$ cat src/rtl/efi_pkg.sv
// Package for the escape-time fractal iterator.
// Holds default sizes, register indexes, the controller state type and the
// command/status structs shared by the controller, the datapath and the top level.
package efi_pkg;

    localparam int DEF_WORD_WIDTH  = 32;
    localparam int DEF_FRAC_BITS   = 28;
    localparam int DEF_COUNT_WIDTH = 16;
    localparam int LIMIT_RESET     = 256;

    // Configuration register indexes; each register sits at one word address.
    typedef enum logic [1:0] {
        REG_MODE,
        REG_C_REAL,
        REG_C_IMAG,
        REG_LIMIT
    } t_reg_idx;

    typedef enum logic [1:0] {
        ST_IDLE,
        ST_MUL,
        ST_UPD,
        ST_HOLD
    } t_state;

    // Commands from the controller to the datapath.
    typedef struct packed {
        logic load;   // take a new point and set up z and c
        logic mul;    // register the three products of the current z
        logic step;   // replace z with the new iterate and count it
    } t_dp_cmd;

    // Status from the datapath to the controller.
    typedef struct packed {
        logic escaped;   // |z|^2 of the current z reached 4
        logic at_limit;  // iteration count equals the limit
        logic first;     // z is still the starting value
    } t_dp_stat;

endpackage

$ cat src/rtl/efi_ctrl.sv
// Controller of the escape-time fractal iterator.
// Sequences load, multiply and update steps for one point at a time.
// Depends on efi_pkg.
module efi_ctrl (
    input  logic              i_clk,
    input  logic              i_rst_n,
    input  logic              i_in_valid,
    input  logic              i_out_free,
    input  efi_pkg::t_dp_stat i_stat,
    output logic              o_in_ready,
    output logic              o_out_load,
    output efi_pkg::t_dp_cmd  o_cmd
);
    import efi_pkg::*;

    t_state r_state;
    t_state n_state;
    logic   w_finish;

    // A point is done once the current iterate has escaped or the limit is used up.
    assign w_finish = (!i_stat.first && i_stat.escaped) || i_stat.at_limit;

    always_ff @(posedge i_clk) begin
        if (!i_rst_n) begin
            r_state <= ST_IDLE;
        end else begin
            r_state <= n_state;
        end
    end

    always_comb begin
        n_state = r_state;
        unique case (r_state)
            ST_IDLE: begin
                if (i_in_valid) begin
                    n_state = ST_MUL;
                end
            end
            ST_MUL: begin
                n_state = ST_UPD;
            end
            ST_UPD: begin
                n_state = w_finish ? ST_HOLD : ST_MUL;
            end
            ST_HOLD: begin
                if (i_out_free) begin
                    n_state = ST_IDLE;
                end
            end
            default: begin
                n_state = ST_IDLE;
            end
        endcase
    end

    always_comb begin
        o_in_ready = (r_state == ST_IDLE);
        o_out_load = (r_state == ST_HOLD) && i_out_free;
        o_cmd.load = (r_state == ST_IDLE) && i_in_valid;
        o_cmd.mul  = (r_state == ST_MUL);
        o_cmd.step = (r_state == ST_UPD) && !w_finish;
    end

endmodule

$ cat config.mk
export PLATFORM = sky130hd
export DESIGN_NAME = efi_ctrl
export DESIGN_NICKNAME = d
export VERILOG_FILES = /design/src/rtl/efi_pkg.sv /design/src/rtl/efi_ctrl.sv
export SDC_FILE = /design/constraint.sdc
export NUM_CORES = 1
export LEC_CHECK = 0
export BUFFER_PORTS_ARGS = -buffer_cell sky130_fd_sc_hd__buf_2
export CELL_PAD_IN_SITES_DETAIL_PLACEMENT = 1
export CELL_PAD_IN_SITES_GLOBAL_PLACEMENT = 1
export CORE_AREA = 2 2 39 41
export CTS_BUF_LIST = sky130_fd_sc_hd__clkbuf_2
export DETAILED_ROUTE_END_ITERATION = 8
export DIE_AREA = 0 0 41 43
export PLACE_DENSITY_LB_ADDON = 0.1
export SLEW_MARGIN = 20
export SYNTH_ARGS = -nofsm -noshare
export SYNTH_HDL_FRONTEND = slang
export SYNTH_SLANG_ARGS = --single-unit
export TNS_END_PERCENT = 1
$ cat constraint.sdc
create_clock -name i_clk -period 0.8 [get_ports i_clk]
set_input_delay 0.04 -clock i_clk [delete_from_list [all_inputs] [get_ports i_clk]]
set_output_delay 0.04 -clock i_clk [all_outputs]
set_load 0.01 [all_outputs]
== Word level (Yosys, flattened, before mapping) ==
Cells that the tools add are included.

* Eq/ne operators: 5
* Mux-type cells: 4
* Reductions and logical operators: 9

{| class="wikitable"
|+ Operators by type and width
! cell !! count
|-
| $pmux 2 s4 || 1
|-
| $mux 2 || 3
|-
| $eq 2x2->1 const B || 2
|-
| $logic_and 1x1->1 || 4
|-
| $ne 2x2->1 const B || 2
|-
| $eq 2x1->1 const B || 1
|-
| $logic_not 1->1 || 2
|-
| $logic_not 2->1 || 1
|-
| $reduce_and 2->1 || 1
|-
| $logic_or 1x1->1 || 1
|}

* Register bits after elaboration: 2
* Bits of input ports: 7
* Output and inout port bits: 5

== Depth between registers and ports, before layout ==
Gate-level depths: netlist of the first run.

* Word-level depth: 5
* Depth in mapped cells: 3

== Least setup slack after synthesis of the first run ==
No wires, ideal clock.

* Path type: reg-to-output
* From: register r_state[0]
* To: output o_cmd[0] (netlist name)
* Arrival time: 0.823 ns
* Required time: 0.760 ns
* Path slack: -0.063 ns
* Cell stages (with the launch flop): 2
* Path buffers: 0
* Cells stage by stage: dfxtp_1 -> nor4b_1

{| class="wikitable"
|+ RTL lines
! element !! RTL line !! RTL
|-
| from (decl) || efi_ctrl.sv:16 || <nowiki>t_state r_state;</nowiki>
|-
| from (signal assigned) || efi_ctrl.sv:27 || <nowiki>r_state <= n_state;</nowiki>
|-
| to (decl) || efi_ctrl.sv:12 || <nowiki>output efi_pkg::t_dp_cmd o_cmd</nowiki>
|}

==> out/summary.log, run 1 <==
[cells_and_area] number of inserted diodes 0
[sta] accumulated negative setup slack -0.5442 ns
[logic_synthesis] total number of yosys warnings 0
[logic_synthesis] proportion of netlist area held by the largest area contributor 32.65%
[logic_synthesis] Yosys cell types 11
[logic_synthesis] biggest area consumer among synthesized cells sky130_fd_sc_hd__dfxtp_1
[floorplanning] width of the die 41 µm
[detailed_routing] starting DRC count in detailed routing 0
[detailed_routing] number of vias in the routed layout 167
[worst_setup_path] logic depth of the worst register-to-register path 3
[worst_setup_path] CP bufs+invs 1
[worst_setup_path] largest fanout of any net on the critical path 5
[sta] Final Critical Period 0.9635 ns
[global_route] GR Layer Usage met1 5.431%
[clocking] clock slew at reported path FFs 0.03 ns
[detailed_routing] total detailed-routing wirelength 435 µm
[sta] part of the cycle the worst path needs 120.4%
[place] Placed Instance Area 203.9 µm²
[logic_synthesis] Seq cells post-synth 2
[global_route] most used routing layer met2
[logic_synthesis] post-synthesis sequential area ratio 32.65%
[worst_setup_path] source of the critical timing path r_state[0]
[cells_and_area] net total in the final layout 39
[clocking] CTS Buf Count 3
[global_route] global-route track usage on met3 3.141%
[clocking] Clock Root Buffer sky130_fd_sc_hd__clkbuf_2
[pwr] Leak 0.1131 nW
[sta] slack of the critical path -0.1635 ns
[sta] unrepaired setup endpoints after global routing true
[sta] worst slew slack as a fraction of its limit 87.02%
[hold_path] path category of the worst min-delay check primary input to flip-flop
[floorplanning] core box area 1384 µm²
[global_route] initial antenna violation count 0
[global_route] remaining global-route overflow 0
[worst_setup_path] cell family with the largest share of critical-path delay flip-flops
[global_route] wire length of the first global-routing pass 662 µm
[logic_synthesis] biggest area contributors in the synthesized netlist sky130_fd_sc_hd__dfxtp_1, sky130_fd_sc_hd__nor2b_4, sky130_fd_sc_hd__nand2_1
[worst_setup_path] highest-delay cell along the critical path sky130_fd_sc_hd__dfxtp_2
[worst_setup_path] end point of the critical path o_cmd[0]
[worst_setup_path] WS Path Type flip-flop to primary output
[detailed_routing] average wire per standard cell 9.457 µm
[clocking] clock tree from TritonCTS built
[worst_setup_path] slowest stage delay, CP 0.34 ns
[cells_and_area] Largest register FFs 2
[worst_setup_path] critical path, cell by cell nor4b_4 > buf_2
[pwr] cell area power density 1605 nW/µm²
[sta] Worst Max-Slew Pin Slew 0.1945 ns
[logic_synthesis] total nets after synthesis 23
[global_route] global routing met2 resource utilization 8.438%
[global_route] maximum number of pins on one net before global-route repair 7
[global_route] vias in the first global route 185
[worst_setup_path] Required @ worst endpoint 0.76 ns
[worst_setup_path] number of cells on the critical path 2
[worst_setup_path] Reg2Reg Setup Slack -0.02 ns
[place] placer's final routability congestion estimate 0.6170
[global_route] GRT Util Overall 6.212%
[floorplanning] Die Area 1763 µm²
[place] DP HPWL 361.5 µm
[worst_setup_path] worst endpoint data arrival time 0.92 ns
[sta] Fmax achieved 1038 MHz
[detailed_routing] vias per cell 3.630
[clocking] number of buffers between clock root and the deepest sink 2
[clocking] CTS Sinks 2
[clocking] number of H-tree levels 1
[floorplanning] overall die height 43 µm
[floorplanning] starting utilization of the core area 8.861%
[floorplanning] I/O pin total 12
[cells_and_area] design area 230.2 µm²
[sta] Clock Skew 0.00005562 ns
[status] violations in the final reports negative setup slack
[worst_setup_path] kind of end point of the critical path primary output
[sta] number of setup violations in the final report 6
[logic_synthesis] combined area of all synthesized cells 122.6 µm²
[cells_and_area] count of fill cells added during filler insertion 175
[sta] final hold viol count 0
[cells_and_area] registers with the highest flip-flop counts r_state x2
[clocking] setup fix buffers added after clock tree synthesis 0
[clocking] source-to-sink clock delay at the later pin of the worst-skew pair 0.19 ns
[clocking] hold-fix buffer count after cts 0
[cells_and_area] Area growth syn-to-layout 87.75%
[logic_synthesis] Gate Count Post-Synth 16
[worst_setup_path] reg2reg start r_state[0]
[worst_setup_path] sort of element at the start of the critical path flip-flop
[cells_and_area] share of layout cells above drive strength 1 63.33%
[run] Max Cap Violations 0
[floorplanning] floorplan row count 14
[detailed_routing] ANT nets after route 0
[sta] Hold WS 0.1049 ns
[status] outcome finished, violations left
[detailed_routing] 1st-pass router iterations 1
[logic_synthesis] mean instance size in the synthesized netlist 7.664 µm²
[pwr] VDD IR max 285.7 µV
[detailed_routing] residual DRC count 0
[pwr] PnR Total Power 0.3695 mW
[place] Port Buffer Count 11
[worst_setup_path] R2R Path End r_state[0]
[cells_and_area] largest register by flop count r_state
[sta] Final Max Slew Viols 0
## layer usage
layer / wire (µm) / vias to the layer above / share of wire (%)
met5: 0 / - / 0
met4: 0 / 0 / 0
met3: 31 / 0 / 7.1
met2: 247 / 5 / 57
met1: 156 / 77 / 36
li1: - / 85 / -
## synthesized netlist by cell type, drive strengths merged
library cell,count
nand3,1
and2,1
nand2,3
inv,1
nor4b,1
a22oi,1
dfxtp,2
nor2,3
o2111ai,1
nor2b,2
## placed cells by master (no fill, tap or decap), drive strengths merged
cell type and count:
a22oi 1, and2 1, buf 11, clkbuf 3, dfxtp 2, inv 1
nand2 3, nand3 1, nor2 3, nor2b 2, nor4b 1, o2111ai 1
## tightest hold or removal path, cell delays in order
cell	delay (ns)
sky130_fd_sc_hd__buf_2	0.10
sky130_fd_sc_hd__nand3_1	0.07
sky130_fd_sc_hd__nand2_1	0.05
## power breakdown
| group | internal, mW | leakage, nW | switching [mW] |
|---|---|---|---|
| clock | 0.0996 | 0.0125 | 0.0549 |
| sequential | 0.111 | 0.0172 | 0.0147 |
| combinational | 0.0453 | 0.0834 | 0.0439 |
| total | 0.256 | 0.113 | 0.114 |
## repair_timing
| action | CTS | global route |
|---|---|---|
| hold endpoints to repair | 0 | 0 |
| endpoints found under the setup margin | 6 | 6 |
| pin swaps | 1 | 0 |
| gates cloned | 0 | 0 |
| gates resized for setup | 2 | 1 |
## worst min-delay path by stage
| stage | start | end | slack [ns] | cells past startpoint |
|---|---|---|---|---|
| 3_5_place_dp | i_rst_n | r_state[1] | 0.30 | 3 |
| 4_1_cts | i_rst_n | r_state[1] | 0.1 | 3 |
| 2_1_floorplan | i_stat[1] | o_cmd[0] | 0.12 | 1 |
| 5_1_grt | i_rst_n | r_state[1] | 0.12 | 3 |
| 3_3_place_gp | i_rst_n | r_state[0] | 0.30 | 2 |
| 6_report | i_rst_n | r_state[1] | 0.10 | 3 |
## cells by family (layout without fill, tap and decap cells)
| kind of cell | after synthesis | count (layout) | share of synthesized area [%] |
|---|---|---|---|
| AND/OR/NAND/NOR | 11 | 11 | 51.02 |
| AO/OA/AOI/OAI | 2 | 2 | 13.27 |
| flip-flops | 2 | 2 | 32.65 |
| buffers and inverters | 1 | 15 | 3.058 |
## metrics by stage
step / cells / utilization, % / setup slack, ns
3_3_place_gp: 43 / 14.74 / -0.04980
2_1_floorplan: 16 / - / 0.02524
5_1_grt: 46 / 16.64 / -0.2531
4_1_cts: 46 / 16.00 / -0.1923
3_5_place_dp: 43 / 14.74 / -0.05609
6_report: 46 / 16.64 / -0.1635
## final cells by class
class | instances | area, µm² | area share, %
well taps | 16 | 20.02 | 8.696
flip-flops and latches | 2 | 42.54 | 18.48
multi-input cells | 13 | 93.84 | 40.76
repair buffers | 11 | 55.05 | 23.91
clock buffers | 3 | 15.01 | 6.522
inverters | 1 | 3.754 | 1.630
Note: power is estimated with default switching activity, not from simulation.
==> run 2: changes to the inputs <==
--- a/config.mk
+++ b/config.mk
@@ -17,4 +17,3 @@
 export SYNTH_ARGS = -nofsm -noshare
 export SYNTH_HDL_FRONTEND = slang
 export SYNTH_SLANG_ARGS = --single-unit
-export TNS_END_PERCENT = 1
==> run 2 against run 1 <==
Effect of this change: the flow still finishes with violations (negative setup slack); maximum frequency about the same; final cell count unchanged; sequential power about the same; non-clock buffer count unchanged; setup slack about the same; critical path type unchanged; largest cell class unchanged.
==> out/summary.log, run 2 (synthesized netlist as in run 1, its figures left out) <==
[worst_setup_path] largest fanout of any net on the critical path 5
[sta] Fmax achieved 1038 MHz
[status] violations in the final reports negative setup slack
[worst_setup_path] critical path, cell by cell nor4b_4 > buf_2
[detailed_routing] average wire per standard cell 9.413 µm
[floorplanning] I/O pin total 12
[cells_and_area] share of the core filled with cells in the final layout 16.82%
[place] placed instance count 43
[cells_and_area] net total in the final layout 39
[hold_path] path category of the worst min-delay check primary input to flip-flop
[pwr] PnR Total Power 0.3681 mW
[sta] Worst Max-Slew Pin Slew 0.1945 ns
[hold_path] hold wc startpoint i_rst_n
[floorplanning] width of the die 41 µm
[sta] Final Max Slew Viols 0
[detailed_routing] number of vias in the routed layout 167
[detailed_routing] residual DRC count 0
[global_route] remaining global-route overflow 0
[sta] final hold viol count 0
[cells_and_area] Largest register FFs 2
[worst_setup_path] WS Path Type flip-flop to primary output
[sta] slack of the critical path -0.1634 ns
[detailed_routing] starting DRC count in detailed routing 0
[floorplanning] core box area 1384 µm²
[floorplanning] Die Area 1763 µm²
[clocking] clock tree from TritonCTS built
[cells_and_area] count of fill cells added during filler insertion 175
[worst_setup_path] kind of end point of the critical path primary output
[place] placer's final routability congestion estimate 0.6170
[place] Port Buffer Count 11
[clocking] number of H-tree levels 1
[clocking] CTS Buf Count 3
[pwr] VDD IR max 264.9 µV
[sta] part of the cycle the worst path needs 120.4%
[detailed_routing] 1st-pass router iterations 1
[worst_setup_path] highest-delay cell along the critical path sky130_fd_sc_hd__dfxtp_2
[worst_setup_path] slowest stage delay, CP 0.34 ns
[global_route] vias in the first global route 187
[sta] unrepaired setup endpoints after global routing true
[worst_setup_path] reg2reg start r_state[0]
[global_route] GRT Util Overall 6.212%
[cells_and_area] non-filler cells in the finished layout 46
[global_route] maximum number of pins on one net before global-route repair 7
[sta] worst slew slack as a fraction of its limit 87.02%
[cells_and_area] registers with the highest flip-flop counts r_state x2
[sta] Hold WS 0.1041 ns
[clocking] CTS Sinks 2
[cells_and_area] share of layout cells above drive strength 1 63.33%
[floorplanning] overall die height 43 µm
[global_route] wire length of the first global-routing pass 662 µm
[worst_setup_path] Required @ worst endpoint 0.76 ns
[place] DP HPWL 361.5 µm
[place] Placed Instance Area 203.9 µm²
[run] Max Cap Violations 0
[worst_setup_path] worst endpoint data arrival time 0.92 ns
[sta] Final Critical Period 0.9634 ns
[detailed_routing] total detailed-routing wirelength 433 µm
[global_route] initial antenna violation count 0
[detailed_routing] ANT nets after route 0
[clocking] source-to-sink clock delay at the later pin of the worst-skew pair 0.19 ns
[floorplanning] starting utilization of the core area 8.861%
[cells_and_area] Area growth syn-to-layout 89.80%
[worst_setup_path] sort of element at the start of the critical path flip-flop
[floorplanning] floorplan row count 14
[cells_and_area] largest register by flop count r_state
[sta] number of setup violations in the final report 6
[status] outcome finished, violations left
[pwr] cell area power density 1582 nW/µm²
[cells_and_area] number of inserted diodes 0
[clocking] setup fix buffers added after clock tree synthesis 0
[cells_and_area] commonest cells after routing, fill and taps aside sky130_fd_sc_hd__buf_2, sky130_fd_sc_hd__nor2_1, sky130_fd_sc_hd__nand2_1, sky130_fd_sc_hd__clkbuf_2
[worst_setup_path] source of the critical timing path r_state[0]
[sta] Clock Skew 0.0001892 ns
[clocking] clock slew at reported path FFs 0.03 ns
[clocking] Clock Root Buffer sky130_fd_sc_hd__clkbuf_2
[detailed_routing] vias per cell 3.630
[clocking] number of buffers between clock root and the deepest sink 2
[cells_and_area] leading cell type in the layout, fill and taps excluded sky130_fd_sc_hd__buf_2
[cells_and_area] design area 232.7 µm²
[pwr] Leak 0.1134 nW
==> run 2: cell counts in the layout (fill, tap and decap cells not counted) <==
No cell type changed its count.
==> run 2: layout make-up <==
| class | instances | area [µm²] | area share [%] |
|---|---|---|---|
| Clock buffer | 3 | 15.01 | 6.452 |
| Multi-Input combinational cell | 13 | 93.84 | 40.32 |
| Tap cell | 16 | 20.02 | 8.602 |
| Inverter | 1 | 3.754 | 1.613 |
| Timing Repair Buffer | 11 | 55.05 | 23.66 |
| Sequential cell | 2 | 45.04 | 19.35 |
==> run 2: worst paths after layout <==
check,end,slack [ns],cells past startpoint
hold reg to reg,r_state[1],0.50,2
setup / recovery,o_cmd[0],-0.16,2
setup reg to reg,r_state[0],-0.02,3
hold / removal,r_state[1],0.10,3
==> run 2: through the flow <==
stage / setup TNS, ns / setup slack, ns
CTS: -0.6266 / -0.1923
floorplan: 0 / 0.02524
global placement: -0.09702 / -0.04980
global route: -0.9904 / -0.2531
detailed placement: -0.09155 / -0.05609
finish: -0.5534 / -0.1634
==> run 2: metal layers <==
metal | part of all wire (%) | vias up | GRT usage, %
met4 | 0 | 0 | 8.000
met2 | 57 | 5 | 8.438
met1 | 36 | 77 | 5.431
met3 | 7.2 | 0 | 3.141
met5 | 0 | - | 0
li1 | - | 85 | -
==> run 2: what timing repair did <==
item                       CTS  global route
pin swaps                    1             0
hold endpoints to repair     0             0
setup endpoints to repair    6             6
resized for setup            3             1
hold buffers                 0             0
==> run 2: power breakdown <==
| part | switching [mW] | internal [mW] |
|---|---|---|
| sequential | 0.0147 | 0.110 |
| combinational | 0.0438 | 0.0454 |
| clock | 0.0548 | 0.0996 |
| total | 0.113 | 0.255 |
==> run 2: worst max-delay path: cells and delay by family (launching register included) <==
kind	cells	cell delay, ns
flops	1	0.34
simple gates	1	0.23
buf+inv	1	0.16
==> run 3: changes to the inputs <==
--- a/config.mk
+++ b/config.mk
@@ -5,7 +5,7 @@
 export SDC_FILE = /design/constraint.sdc
 export NUM_CORES = 1
 export LEC_CHECK = 0
-export BUFFER_PORTS_ARGS = -buffer_cell sky130_fd_sc_hd__buf_2
+export BUFFER_PORTS_ARGS = -buffer_cell sky130_fd_sc_hd__clkbuf_2
 export CELL_PAD_IN_SITES_DETAIL_PLACEMENT = 1
 export CELL_PAD_IN_SITES_GLOBAL_PLACEMENT = 1
 export CORE_AREA = 2 2 39 41
==> run 3 against run 2 <==
Effect of this change: the flow still finishes with violations (negative setup slack); wire length is 5.3% higher; clock-buffer cell count is the same; maximum frequency down 1.5%; setup slack got worse by 0.015 ns; critical path depth did not move; register-to-register slack better by 0.02 ns; first-iteration DRC count is 3 higher; power up 3.0%; clock skew rose by 0.0046 ns; die area unchanged; sequential share of layout area fell by 0.10 points; critical endpoint unchanged; largest power group unchanged.
==> out/summary.log, run 3 (synthesized netlist as in run 1, its figures left out) <==
[worst_setup_path] Required @ worst endpoint 0.76 ns
[sta] Worst Max-Slew Pin Slew 0.1764 ns
[global_route] wire length of the first global-routing pass 710 µm
[place] placed instance count 43
[sta] final hold viol count 0
[sta] slack of the critical path -0.1784 ns
[pwr] VDD IR max 539.3 µV
[detailed_routing] 1st-pass router iterations 2
[clocking] CTS Sinks 2
[pwr] clock network power share 41.9%
[worst_setup_path] worst endpoint data arrival time 0.94 ns
[hold_path] path category of the worst min-delay check primary input to flip-flop
[detailed_routing] ANT nets after route 0
[clocking] number of H-tree levels 1
[sta] unrepaired setup endpoints after global routing true
[sta] Final Critical Period 0.9784 ns
[pwr] logic gate share of total power 25.1%
[clocking] number of buffers between clock root and the deepest sink 2
[worst_setup_path] largest fanout of any net on the critical path 5
[detailed_routing] starting DRC count in detailed routing 3
[floorplanning] floorplan row count 14
[place] placer's final routability congestion estimate 0.5706
[clocking] clock slew at reported path FFs 0.03 ns
[cells_and_area] registers with the highest flip-flop counts r_state x2
[sta] worst slew slack as a fraction of its limit 88.21%
[floorplanning] starting utilization of the core area 8.861%
[sta] number of setup violations in the final report 6
[cells_and_area] non-filler cells in the finished layout 47
[clocking] Clock Root Buffer sky130_fd_sc_hd__clkbuf_2
[sta] Fmax achieved 1022 MHz
[pwr] switching share of power 31.25%
[cells_and_area] share of the core filled with cells in the final layout 16.91%
[global_route] vias in the first global route 182
[cells_and_area] largest register by flop count r_state
[worst_setup_path] sort of element at the start of the critical path flip-flop
[cells_and_area] commonest cells after routing, fill and taps aside sky130_fd_sc_hd__clkbuf_2, sky130_fd_sc_hd__nand2_1, sky130_fd_sc_hd__nor2_1
[pwr] Leak 0.1168 nW
[global_route] initial antenna violation count 0
[cells_and_area] Largest register FFs 2
[sta] part of the cycle the worst path needs 122.3%
[cells_and_area] Area growth syn-to-layout 90.82%
[cells_and_area] number of inserted diodes 0
[status] outcome finished, violations left
[pwr] internal power summed over all cells 0.2607 mW
[run] Max Cap Violations 0
[detailed_routing] residual DRC count 0
[pwr] register share of total power 33.0%
[detailed_routing] number of vias in the routed layout 166
[clocking] CTS Buf Count 3
[detailed_routing] total detailed-routing wirelength 456 µm
[status] violations in the final reports negative setup slack
[cells_and_area] leading cell type in the layout, fill and taps excluded sky130_fd_sc_hd__clkbuf_2
[clocking] source-to-sink clock delay at the later pin of the worst-skew pair 0.19 ns
[floorplanning] width of the die 41 µm
[floorplanning] overall die height 43 µm
[floorplanning] I/O pin total 12
[place] Port Buffer Count 11
[detailed_routing] vias per cell 3.532
[sta] Clock Skew 0.004781 ns
[worst_setup_path] WS Path Type flip-flop to primary output
[pwr] Net Switching 0.1185 mW
[worst_setup_path] kind of end point of the critical path primary output
[detailed_routing] average wire per standard cell 9.702 µm
[clocking] clock tree from TritonCTS built
[pwr] cell area power density 1621 nW/µm²
[global_route] maximum number of pins on one net before global-route repair 7
[cells_and_area] share of layout cells above drive strength 1 67.74%
[global_route] GRT Util Overall 6.700%
[floorplanning] Die Area 1763 µm²
[cells_and_area] net total in the final layout 40
[sta] Final Max Slew Viols 0
[floorplanning] core box area 1384 µm²
[global_route] remaining global-route overflow 0
-- run 3: cell count changes in the layout (fill, tap and decap cells not counted) --
cell | before | now
sky130_fd_sc_hd__nor4b_2 | 0 | 1
sky130_fd_sc_hd__clkbuf_2 | 3 | 13
sky130_fd_sc_hd__nor2_2 | 0 | 1
sky130_fd_sc_hd__nor2_1 | 3 | 2
sky130_fd_sc_hd__nor4b_4 | 1 | 0
sky130_fd_sc_hd__buf_4 | 0 | 1
sky130_fd_sc_hd__buf_2 | 11 | 1
-- run 3: worst paths after layout --
kind	start	endpoint	slack (ns)	depth (start not counted)
max	r_state[0]	o_cmd[0]	-0.18	2
min	i_rst_n	r_state[1]	0.12	3
max reg2reg	r_state[0]	r_state[0]	0	3
min reg2reg	r_state[0]	r_state[1]	0.51	2
-- run 3: layout make-up --
type	instances	area, µm²
timing repair buffer	12	62.56
clock buffer	3	15.01
tap	16	20.02
sequential	2	45.04
multi-input combinational	13	87.58
fill	180	1150
inverter	1	3.754
-- run 3: timing repair --
action	4_1_cts	5_1_grt
resized for setup	2	3
pin swaps	1	1
buffers inserted	0	1
setup endpoints to repair	7	6
hold buffers	0	0
-- run 3: per-layer routing --
layer,up-vias,share of wire (%),GRT usage (%)
li1,86,-,-
met1,75,39,6.032
met2,5,55,9.375
met3,0,6.4,3.141
met4,0,0,8.000
met5,-,0,0
-- run 3: power groups by stage --
stage	clock, mW	sequential (mW)	combinational, mW
5_1_grt	0.184	0.126	0.107
4_1_cts	0.177	0.125	0.0871
3_3_place_gp	0	0.125	0.0853
6_report	0.159	0.125	0.0952
2_1_floorplan	0	0.120	0.0444
3_5_place_dp	0	0.124	0.0868
-- run 3: per-stage QoR --
stage	setup TNS [ns]	instance area (µm²)	power (mW)	setup slack (ns)	hold WS [ns]
finish	-0.6687	234.0	0.3792	-0.1784	0.1156
global route	-1.084	234.0	0.4174	-0.2573	0.1146
CTS	-0.7397	221.5	0.3890	-0.2160	0.09360
detailed placement	-0.1273	203.9	0.2109	-0.06615	0.3073
global placement	-0.1597	203.9	0.2103	-0.04648	0.3000
floorplan	0	128.9	0.1643	0.02524	0.1165
-- run 3: critical path: stages, from the launching register on --
cell                      delay (ns)
sky130_fd_sc_hd__dfxtp_2        0.35
sky130_fd_sc_hd__nor4b_2        0.24
sky130_fd_sc_hd__buf_2          0.16
